File: config.mk
export PLATFORM = sky130hd
export DESIGN_NAME = kfsl_seq
export DESIGN_NICKNAME = d
export VERILOG_FILES = /design/src/rtl/core/kfsl_pkg.sv /design/src/rtl/core/kfsl_seq.sv
export SDC_FILE = /design/constraint.sdc
export NUM_CORES = 1
export LEC_CHECK = 0
export ABC_AREA = 1
export ABC_CLOCK_PERIOD_IN_PS = 3600
export BUFFER_PORTS_ARGS = -buffer_cell sky130_fd_sc_hd__buf_2
export CAP_MARGIN = 20
export CORE_MARGIN = 2
export CORE_UTILIZATION = 54
export CTS_CLUSTER_DIAMETER = 120
export DETAILED_ROUTE_END_ITERATION = 6
export GPL_TIMING_DRIVEN = 0
export PLACE_DENSITY = 0.84
export SLEW_MARGIN = 20
export SYNTH_ARGS = -nofsm -noshare
export SYNTH_HDL_FRONTEND = slang
export SYNTH_SLANG_ARGS = --single-unit
File: constraint.sdc
create_clock -name clk -period 3.6 [get_ports clk]
set_clock_uncertainty 0.1 [all_clocks]
set_input_delay 0.72 -clock clk [delete_from_list [all_inputs] [get_ports clk]]
set_output_delay 0.72 -clock clk [all_outputs]
set_load 0.005 [all_outputs]
File: src/rtl/core/kfsl_pkg.sv
// Package for the keyframe segment locator: field widths, mode and status codes,
// the micro-operation, condition and step encodings, and the control store.
// Depends on nothing; used by kfsl_seq and keyframe_segment_locator_unit.
`default_nettype none

package kfsl_pkg;

	// default sizes for the top-level parameters
	localparam int MAX_KEYS_DEF  = 256;
	localparam int TIME_BITS_DEF = 32;

	// quotient fraction bits; the factor field width follows from them
	localparam int FRAC_BITS = 16;
	localparam int FACTOR_W  = FRAC_BITS + 1;
	localparam logic [FACTOR_W-1:0] FACTOR_ONE = FACTOR_W'(1) << FRAC_BITS;

	// field widths
	localparam int MODE_W  = 2;
	localparam int DUR_W   = 24;
	localparam int TPOS_W  = 32;
	localparam int KIDX_W  = 8;
	localparam int STAT_W  = 3;
	localparam int IDX_W   = 8;
	localparam int COUNT_W = 9;

	// item modes
	localparam logic [MODE_W-1:0] MODE_CLEAR  = 2'd0;
	localparam logic [MODE_W-1:0] MODE_APPEND = 2'd1;
	localparam logic [MODE_W-1:0] MODE_QTIME  = 2'd2;
	localparam logic [MODE_W-1:0] MODE_QINDEX = 2'd3;

	// result status codes
	localparam logic [STAT_W-1:0] ST_OK       = 3'd0;
	localparam logic [STAT_W-1:0] ST_APPENDED = 3'd1;
	localparam logic [STAT_W-1:0] ST_FULL     = 3'd2;
	localparam logic [STAT_W-1:0] ST_EMPTY    = 3'd3;
	localparam logic [STAT_W-1:0] ST_CLEARED  = 3'd4;
	localparam logic [STAT_W-1:0] ST_CLAMPED  = 3'd5;

	// datapath micro-operations
	typedef enum logic [3:0] {
		OP_NOP       = 4'd0,
		OP_ACCEPT    = 4'd1,
		OP_CLEAR     = 4'd2,
		OP_APPEND    = 4'd3,
		OP_EMPTY     = 4'd4,
		OP_SRCH_INIT = 4'd5,
		OP_SRCH_RD   = 4'd6,
		OP_SRCH_UPD  = 4'd7,
		OP_NXT_LO    = 4'd8,
		OP_NXT_KEY   = 4'd9,
		OP_RD_NXT    = 4'd10,
		OP_RD_PRV    = 4'd11,
		OP_LD_T1     = 4'd12,
		OP_ORIENT    = 4'd13,
		OP_EVAL      = 4'd14,
		OP_DIV_STEP  = 4'd15
	} op_t;

	// step hold conditions (handshake stalls)
	typedef enum logic [1:0] {
		H_NONE = 2'd0,
		H_IN   = 2'd1,
		H_OUT  = 2'd2
	} hold_t;

	// jump conditions
	typedef enum logic [3:0] {
		C_NONE      = 4'd0,
		C_ALWAYS    = 4'd1,
		C_MODE_CLR  = 4'd2,
		C_MODE_APP  = 4'd3,
		C_EMPTY     = 4'd4,
		C_MODE_IDX  = 4'd5,
		C_SRCH_DONE = 4'd6,
		C_NO_DIV    = 4'd7,
		C_DIV_MORE  = 4'd8
	} cond_t;

	typedef logic [4:0] step_t;

	// control store addresses
	localparam step_t S_IDLE     = 5'd0;
	localparam step_t S_DISP_CLR = 5'd1;
	localparam step_t S_DISP_APP = 5'd2;
	localparam step_t S_DISP_EMP = 5'd3;
	localparam step_t S_DISP_IDX = 5'd4;
	localparam step_t S_SINIT    = 5'd5;
	localparam step_t S_SRCH     = 5'd6;
	localparam step_t S_SUPD     = 5'd7;
	localparam step_t S_FOUND    = 5'd8;
	localparam step_t S_INDEX    = 5'd9;
	localparam step_t S_PAIR     = 5'd10;
	localparam step_t S_RDPRV    = 5'd11;
	localparam step_t S_LDT1     = 5'd12;
	localparam step_t S_ORIENT   = 5'd13;
	localparam step_t S_EVAL     = 5'd14;
	localparam step_t S_DIV      = 5'd15;
	localparam step_t S_DONE     = 5'd16;
	localparam step_t S_CLEAR    = 5'd17;
	localparam step_t S_APPEND   = 5'd18;
	localparam step_t S_EMPTYQ   = 5'd19;

	// the emit step; not a datapath op, it loads the result register
	typedef struct packed {
		op_t   op;
		logic  emit;
		hold_t hold;
		cond_t cond;
		step_t target;
	} ctrl_t;

	// condition inputs from the datapath to the sequencer
	typedef struct packed {
		logic in_wait;
		logic out_wait;
		logic mode_clr;
		logic mode_app;
		logic empty;
		logic mode_idx;
		logic srch_done;
		logic no_div;
		logic div_more;
	} flags_t;

	// control store
	function automatic ctrl_t ucode(input step_t s);
		ctrl_t c;
		c = '{op: OP_NOP, emit: 1'b0, hold: H_NONE, cond: C_NONE, target: S_IDLE};
		case (s)
			S_IDLE:     c = '{OP_ACCEPT,    1'b0, H_IN,   C_NONE,      S_IDLE};
			S_DISP_CLR: c = '{OP_NOP,       1'b0, H_NONE, C_MODE_CLR,  S_CLEAR};
			S_DISP_APP: c = '{OP_NOP,       1'b0, H_NONE, C_MODE_APP,  S_APPEND};
			S_DISP_EMP: c = '{OP_NOP,       1'b0, H_NONE, C_EMPTY,     S_EMPTYQ};
			S_DISP_IDX: c = '{OP_NOP,       1'b0, H_NONE, C_MODE_IDX,  S_INDEX};
			S_SINIT:    c = '{OP_SRCH_INIT, 1'b0, H_NONE, C_NONE,      S_IDLE};
			S_SRCH:     c = '{OP_SRCH_RD,   1'b0, H_NONE, C_SRCH_DONE, S_FOUND};
			S_SUPD:     c = '{OP_SRCH_UPD,  1'b0, H_NONE, C_ALWAYS,    S_SRCH};
			S_FOUND:    c = '{OP_NXT_LO,    1'b0, H_NONE, C_ALWAYS,    S_PAIR};
			S_INDEX:    c = '{OP_NXT_KEY,   1'b0, H_NONE, C_NONE,      S_IDLE};
			S_PAIR:     c = '{OP_RD_NXT,    1'b0, H_NONE, C_NONE,      S_IDLE};
			S_RDPRV:    c = '{OP_RD_PRV,    1'b0, H_NONE, C_NONE,      S_IDLE};
			S_LDT1:     c = '{OP_LD_T1,     1'b0, H_NONE, C_NONE,      S_IDLE};
			S_ORIENT:   c = '{OP_ORIENT,    1'b0, H_NONE, C_NONE,      S_IDLE};
			S_EVAL:     c = '{OP_EVAL,      1'b0, H_NONE, C_NO_DIV,    S_DONE};
			S_DIV:      c = '{OP_DIV_STEP,  1'b0, H_NONE, C_DIV_MORE,  S_DIV};
			S_DONE:     c = '{OP_NOP,       1'b1, H_OUT,  C_ALWAYS,    S_IDLE};
			S_CLEAR:    c = '{OP_CLEAR,     1'b0, H_NONE, C_ALWAYS,    S_DONE};
			S_APPEND:   c = '{OP_APPEND,    1'b0, H_NONE, C_ALWAYS,    S_DONE};
			S_EMPTYQ:   c = '{OP_EMPTY,     1'b0, H_NONE, C_ALWAYS,    S_DONE};
			default:    c = '{OP_NOP,       1'b0, H_NONE, C_ALWAYS,    S_IDLE};
		endcase
		return c;
	endfunction

endpackage

`default_nettype wire

File: src/rtl/core/kfsl_seq.sv
// Microcode sequencer: step counter, control store lookup, hold and jump logic.
// Depends on kfsl_pkg (control word, condition flags, control store).
`default_nettype none

module kfsl_seq (
	input  wire               clk,
	input  wire               arst_n,
	input  kfsl_pkg::flags_t  flags,
	output kfsl_pkg::ctrl_t   ctrl
);

	kfsl_pkg::step_t upc_q;
	kfsl_pkg::step_t upc_d;
	logic            stall;
	logic            take;

	// current control word
	assign ctrl = kfsl_pkg::ucode(upc_q);

	// hold on a stalled handshake
	always_comb begin
		case (ctrl.hold)
			kfsl_pkg::H_IN:  stall = flags.in_wait;
			kfsl_pkg::H_OUT: stall = flags.out_wait;
			default:         stall = 1'b0;
		endcase
	end

	// jump condition select
	always_comb begin
		case (ctrl.cond)
			kfsl_pkg::C_ALWAYS:    take = 1'b1;
			kfsl_pkg::C_MODE_CLR:  take = flags.mode_clr;
			kfsl_pkg::C_MODE_APP:  take = flags.mode_app;
			kfsl_pkg::C_EMPTY:     take = flags.empty;
			kfsl_pkg::C_MODE_IDX:  take = flags.mode_idx;
			kfsl_pkg::C_SRCH_DONE: take = flags.srch_done;
			kfsl_pkg::C_NO_DIV:    take = flags.no_div;
			kfsl_pkg::C_DIV_MORE:  take = flags.div_more;
			default:               take = 1'b0;
		endcase
	end

	// next step
	always_comb begin
		if (stall) begin
			upc_d = upc_q;
		end else if (take) begin
			upc_d = ctrl.target;
		end else begin
			upc_d = upc_q + 1'b1;
		end
	end

	always_ff @(posedge clk or negedge arst_n) begin
		if (!arst_n) begin
			upc_q <= kfsl_pkg::S_IDLE;
		end else begin
			upc_q <= upc_d;
		end
	end

endmodule

`default_nettype wire

-- After elaboration in Yosys (flattened, before gate mapping)
Memory sizes are Yosys's and may differ from the RTL's.
Index checks and enable logic that the tools add are counted.
- equality and inequality tests: 10
- add/sub/neg operators: 1
- divide/modulo/power cells: 0
- magnitude comparators: 0
- mux-type cells: 3
- reductions and logical operators: 0
- bitwise operators: 0
- multipliers: 0
- shifts and indexed selects: 0
- operator list (kind ; number):
    4-bit by 3-bit equality test with 1-bit output, second input constant ; 4
    4-bit by 2-bit equality test with 1-bit output, second input constant ; 2
    1-bit one-hot mux with 8 select lines ; 1
    5-bit by 1-bit adder with 5-bit output, second input constant ; 1
    5-bit two-way mux ; 1
    4-bit by 1-bit equality test with 1-bit output, second input constant ; 1
    4-bit equality test, second input constant ; 1
    2-bit by 1-bit equality test with 1-bit output, second input constant ; 1
    2-bit equality test, second input constant ; 1
    1-bit one-hot mux with 2 select lines ; 1
- latch bits: 0
- output and inout bits: 16
- memories: 1
- ROM bits: 512
- register bits after elaboration: 5
- bits of input ports: 11
- memory bits (writable): 0
- memory list (name ; words ; bits a word ; rd ports ; clocked after Yosys merged registers in ; write ports ; RTL line ; source):
    (name not given) ; 32 ; 16 ; 1 ; 0 ; 0 ; kfsl_pkg.sv:130 ; case (s)

-- Logic depth before layout (Yosys ltp)
Gate-level depths: netlist (run 1).
An unclocked memory read counts as a cell.
- depth in word-level cells: 4
- gate-level depth with buffers: 14
- depth with buffers taken out: 14

-- Least setup slack after synthesis (run 1)
Ideal clock, no wire load.
- path type: reg2out
- start: reg upc_q[1]
- end: out ctrl[3] (netlist name)
- slack: 1.449 ns
- arrival: 1.331 ns
- stages on the path, launching flop included: 8
- path buffers: 0
- cells stage by stage: dfrtp_1 ha_1 ha_1 nand2_1 inv_1 nor2_1 o21ai_0 o21a_1
- RTL lines (what ; RTL line ; source):
    start: declaration ; kfsl_seq.sv:12 ; kfsl_pkg::step_t upc_q;
    start signal: assignment ; kfsl_seq.sv:57 ; upc_q <= kfsl_pkg::S_IDLE;
    start signal: assignment ; kfsl_seq.sv:59 ; upc_q <= upc_d;
    end: declaration ; kfsl_seq.sv:9 ; output kfsl_pkg::ctrl_t ctrl

==> results by group, run 1 <==
Timing
  • Setup violators final: 0
  • Unrepaired setup endpoints after global routing: no
  • Fmax: 367 MHz
  • Worst Max-Slew Pin Slew: 291 ps
  • Max-slew violations: 0
  • Final cycle utilization of the critical path: 75.6%
  • Final Hold Vio Count: 0
  • Fin Setup TNS: 0 ps
  • Min Tclk post-route: 2720 ps
  • Slew HR: 80.5%

Yosys
  • Post-synthesis register bit count: 5
  • Most frequent cell after synthesis: nand2_1
  • Synth area leaders: dfrtp_1, nand2_1, ha_1
  • Primary FF master, synth: dfrtp_1
  • Mean Syn Cell Area: 7.14 um^2
  • Synth Net Count: 135
  • Seq/Total Area, Yosys: 14.9%
  • Top cell type's share of synthesized area: 14.9%
  • Cell Area, Synth: 842 um^2
  • Post-synth EDFFs: 0
  • Top cells by count, synth: nand2_1, inv_1, nand3_1, nor2_1, ha_1
  • Synth unique cells: 32
  • Warnings from Yosys: 0
  • Synthesized netlist cell count: 118
  • Top cell type by total area after synthesis: dfrtp_1
  • Share of synthesized registers carrying an async set or reset: 100%

Setup path
  • Critical path type: reg -> out
  • Worst path most repeated cell: ha_1
  • Crit path max fanout: 8
  • Worst Path Required: 2780 ps
  • Startpoint Class: flop
  • Arr. time, crit path: 1900 ps
  • Worst path slowest cell: dfrtp_1
  • Crit path capture type: output pin
  • Worst path cell trace: ha_1 -> ha_1 -> nand2_1 -> inv_1 -> nor2_1 -> o21ai_0 -> o21a_1 -> buf_2
  • Delay-heaviest family, CP: adder cells
  • Crit-path max cell delay: 470 ps
  • CP Buf/Inv Count: 2

CTS
  • CTS Hold Buffers Added: 0
  • Setup bufs post-CTS: 0
  • H-tree depth: 1
  • Clk buf depth: 2
  • Sink Count: 5
  • Clock transition at the registers of the reported paths: 40 ps
  • Clk_lat worst skew: 230 ps
  • Clock root buffer master: clkbuf_4
  • Post-cts resize count: 0
  • CTS buffer count: 3
  • CTS tree: built

Floorplan
  • I/O pin count: 27
  • Core box area: 1490 um^2
  • Die ar.: 1890 um^2
  • Die height: 43.5 um
  • # rows: 14
  • Starting Density: 56.6%
  • Die X-Extent: 43.5 um

Run
  • Max_cap viols: 0

Place
  • GPL Wtd Cong: 0.842
  • Port Buffers: 26
  • Dpl hpwl: 1.63 mm

Power
  • Peak supply drop: 0.604 mV
  • Cell Pwr Density: 1160 nW/um^2
  • Leak pwr: 0.601 nW

Status
  • Status: completed

Cells and area
  • Max reg flops: 5
  • Top flop regs: upc_q (5)
  • Antenna cells: 0
  • Largest Register: upc_q
  • Layout cell share with drive strength beyond 1: 40.5%
  • Area grow syn2layout: 21.0%
  • Nets: 166
  • Post-layout util: 68.4%

GRT
  • Vias in the first global route: 753
  • Initial antenna violation count: 0
  • Congestion Overflow GR: 0
  • First-pass GRT wire length: 3.22 mm
  • Largest net degree at the start of global routing: 10
  • GR Util All Layers: 22.3%

Hold path
  • Worst min path class: in -> async

Detailed routing
  • Drt drc: 0
  • Detail Route Antenna Nets: 0
  • Average wire per standard cell: 11.5 um
  • Drt pass-1 iters: 4
  • Routed WL: 1.89 mm
  • Vias per cell: 5.14
  • Starting DRT DRC Count: 25
  • Vias: 843
-- path summary, 6_finish.rpt --
path	from	end	slack, ps	cells after the start
setup / recovery	upc_q[1]	ctrl[3]	880	8
hold / removal	arst_n	upc_q[1]	200	1
setup reg to reg	upc_q[0]	upc_q[4]	1490	12
hold reg to reg	upc_q[0]	upc_q[0]	550	2
max in group asynchronous	arst_n	upc_q[3]	3080	1
min in group clk	upc_q[0]	upc_q[0]	550	2
-- where the power goes --
| group | internal, mW | total (mW) | switching, mW | leakage, nW |
|---|---|---|---|---|
| registers | 0.0889 | 0.124 | 0.0347 | 0.0621 |
| clock network | 0.0416 | 0.0597 | 0.0181 | 0.0150 |
| logic | 0.389 | 0.998 | 0.610 | 0.524 |
| total | 0.519 | 1.18 | 0.663 | 0.601 |
-- worst register-to-register path, cell delays in order, from the launching register on --
cell and delay [ps]:
dfrtp_1 470, inv_1 120, ha_1 290, nand2_1 130, nand4_2 140, nand2_4 120, nor2_1 50, nor2_1 110
nand3_2 130, nand3_4 140, clkinv_4 80, nand2_1 60, nand3_1 60
-- cell type report --
class / count / area, um^2
inverters: 18 / 88.8
multi-input cells: 91 / 587
plain buffers: 4 / 41.3
fillers: 126 / 470
flip-flops and latches: 5 / 125
repair buffers: 26 / 130
well taps: 16 / 20.0
clock buffers: 4 / 26.3
-- logic make-up (layout without fill, tap and decap cells) --
family / count (synthesis) / after routing / synth area share, %
compound gates: 13 / 13 / 11.3
xor+xnor: 2 / 2 / 2.08
fa+ha+maj: 6 / 6 / 8.92
buf+inv: 22 / 52 / 15.5
flops: 5 / 5 / 14.9
simple gates: 70 / 70 / 47.4
-- placed cells by master (no fill, tap or decap), drive strengths merged --
cell	instances
inv	16
a21oi	4
nand3	13
xor2	2
ha	6
a221oi	1
nand4	3
nor2	12
a22oi	1
clkinv	2
nand2	40
o21a	1
o211ai	1
dfrtp	5
nor3	2
o21ai	5
buf	30
clkbuf	4
-- metal layers --
metal / up-vias / GRT usage, % / part of all wire, %
met2: 17 / 37.9 / 52
met5: - / 0 / 0
li1: 435 / - / -
met3: 0 / 2.50 / 3.7
met1: 391 / 30.3 / 44
met4: 0 / 5.45 / 0
-- per-stage QoR --
step	instances	instance area (um^2)	setup WS [ps]	hold slack [ps]	total power [mW]
floorplan	118	842	1450	324	0.883
global placement	160	992	1200	434	1.09
finish	164	1020	878	196	1.18
global route	164	1020	697	203	1.30
detailed placement	160	992	1140	437	1.13
CTS	164	1020	884	191	1.19
No activity file was read; power rests on OpenSTA's default activity.
==> run 2, diff against run 1 <==
Settings changed: ABC_CLOCK_PERIOD_IN_PS 3600 to 2190, CORE_UTILIZATION 54 to 45, PLACE_DENSITY 0.84 to 0.75.
Clock period 3.6 ns to 2.19 ns, I/O delays scaled along.
==> results by group, run 2 (synthesis gave the netlist of run 1 again) <==
Timing
  • Setup violators final: 0
  • Slew HR: 81.7%
  • Min Tclk post-route: 2150 ps
  • Final Hold Vio Count: 0
  • Fmax: 466 MHz
  • Max-slew violations: 0
  • Worst Max-Slew Pin Slew: 274 ps
  • WHS: 370 ps
  • Final cycle utilization of the critical path: 98.0%

Detailed routing
  • Starting DRT DRC Count: 12
  • Drt drc: 0
  • Average wire per standard cell: 12.9 um
  • Drt pass-1 iters: 4
  • Routed WL: 2.32 mm
  • Detail Route Antenna Nets: 0
  • Vias: 880
  • Vias per cell: 4.89

Cells and area
  • Nets: 173
  • Layout cell share with drive strength beyond 1: 52.9%
  • Max reg flops: 5
  • Fill cells: 146
  • Largest Register: upc_q
  • Top flop regs: upc_q (5)
  • Area of the multi-input gates: 681 um^2
  • Most frequent cells in the layout: nand2_1, buf_2, inv_1, nand3_1
  • Sequential cell area: 128 um^2
  • Area grow syn2layout: 41.8%
  • Antenna cells: 0
  • Most common cell after layout, fill and taps aside: nand2_1

Power
  • Cell Pwr Density: 1900 nW/um^2
  • Peak supply drop: 0.986 mV
  • Total power: 2.26 mW
  • Leak pwr: 0.657 nW

GRT
  • Largest net degree at the start of global routing: 10
  • Initial antenna violation count: 0
  • GR Util All Layers: 20.6%
  • First-pass GRT wire length: 3.26 mm
  • Congestion Overflow GR: 0
  • Vias in the first global route: 780

Hold path
  • Min-Delay Endpoint: upc_q[4]
  • Hold_sp: flags[7]
  • Worst min path class: in -> reg
  • Hold depth: 3

Setup path
  • Reg2Reg Depth: 11
  • Crit path max fanout: 5
  • Worst Path Required: 1650 ps
  • Critical path type: reg -> out
  • Startpoint Class: flop
  • Worst path cell trace: ha_4 -> buf_4 -> ha_1 -> a21oi_1 -> a221oi_1 -> buf_2
  • Worst path slowest cell: dfrtp_2
  • Arr. time, crit path: 1610 ps
  • Reg-to-reg startpoint: upc_q[0]
  • Register-to-register path setup slack: 120 ps
  • Crit path capture type: output pin
  • Crit-path max cell delay: 440 ps
  • Worst reg2reg path endpoint: upc_q[4]

Floorplan
  • Starting Density: 48.2%
  • Die height: 47.3 um
  • Die ar.: 2230 um^2
  • # rows: 15
  • Core box area: 1750 um^2
  • I/O pin count: 27
  • Die X-Extent: 47.3 um

Status
  • Status: completed

CTS
  • Sink Count: 5
  • Clk buf depth: 2
  • CTS tree: built
  • Clock transition at the registers of the reported paths: 40 ps
  • Clock root buffer master: clkbuf_4
  • CTS buffer count: 3
  • Clk_lat worst skew: 230 ps
  • H-tree depth: 1

Place
  • Dpl hpwl: 1.60 mm
  • GPL Wtd Cong: 0.844
  • Port Buffers: 26

Run
  • Max_cap viols: 0
## run 2: cell count changes in the layout (fill, tap and decap cells not counted), moves of 2 or more
cell / change
dfrtp_1: -2
buf_4: +5
inv_2: +3
inv_1: -3
nand2_1: -4
nand2_4: +2
ha_4: +3
dfrtp_2: +2
ha_1: -3
nand2_2: +2
## run 2: power by group
part	internal (mW)	total [mW]	switching [mW]
clock network	0.0685	0.100	0.0317
logic	0.797	1.95	1.15
registers	0.150	0.211	0.0611
## run 2: final cells by class
type,instances,share of cell area [%]
multi-input cells,91,57.0
repair buffers,33,16.6
plain buffers,4,3.46
clock buffers,4,2.20
well taps,25,2.62
flip-flops and latches,5,10.7
inverters,18,7.44
## run 2: worst max-delay path by stage
| stage | from | slack, ps | to |
|---|---|---|---|
| after floorplan | upc_q[1] | 320 | ctrl[3] |
| after global placement | upc_q[1] | 70 | ctrl[1] |
| after global routing | upc_q[0] | -10 | ctrl[1] |
| final | upc_q[0] | 40 | ctrl[14] |
| after detailed placement | upc_q[1] | 40 | ctrl[1] |
| after CTS | upc_q[1] | -6 | ctrl[1] |
## run 2: critical path, delay by kind of cell (launching register included)
| kind | cells | cell delay [ps] |
|---|---|---|
| flops | 1 | 440 |
| buf+inv | 2 | 300 |
| compound gates | 2 | 310 |
| fa+ha+maj | 2 | 320 |
## run 2: stage by stage
step / area [um^2] / cells / util [%] / setup slack, ps / setup TNS, ps
2_1_floorplan: 842 / 118 / - / 321 / 0
3_3_place_gp: 1000 / 169 / 57.5 / 67.7 / 0
3_5_place_dp: 1000 / 169 / 57.5 / 35.5 / 0
4_1_cts: 1110 / 179 / 63.9 / -6.27 / -6.27
5_1_grt: 1190 / 180 / 68.4 / -14.3 / -41.2
6_report: 1190 / 180 / 68.4 / 44.3 / 0
## run 2: timing repair
item                                    4_1_cts  5_1_grt
resized for setup                             8       17
endpoints found under the setup margin        6        8
endpoints found under the hold margin         5        0
hold buffers                                  1        0
buffers inserted                              5        1
pin swaps                                     2        6
## run 2: metal layers
layer,track usage (%),up-vias,routed length (um)
li1,-,450,-
met1,25.3,400,979
met2,34.6,22,1220
met3,2.69,8,62
met4,10.6,0,51
met5,0,-,0
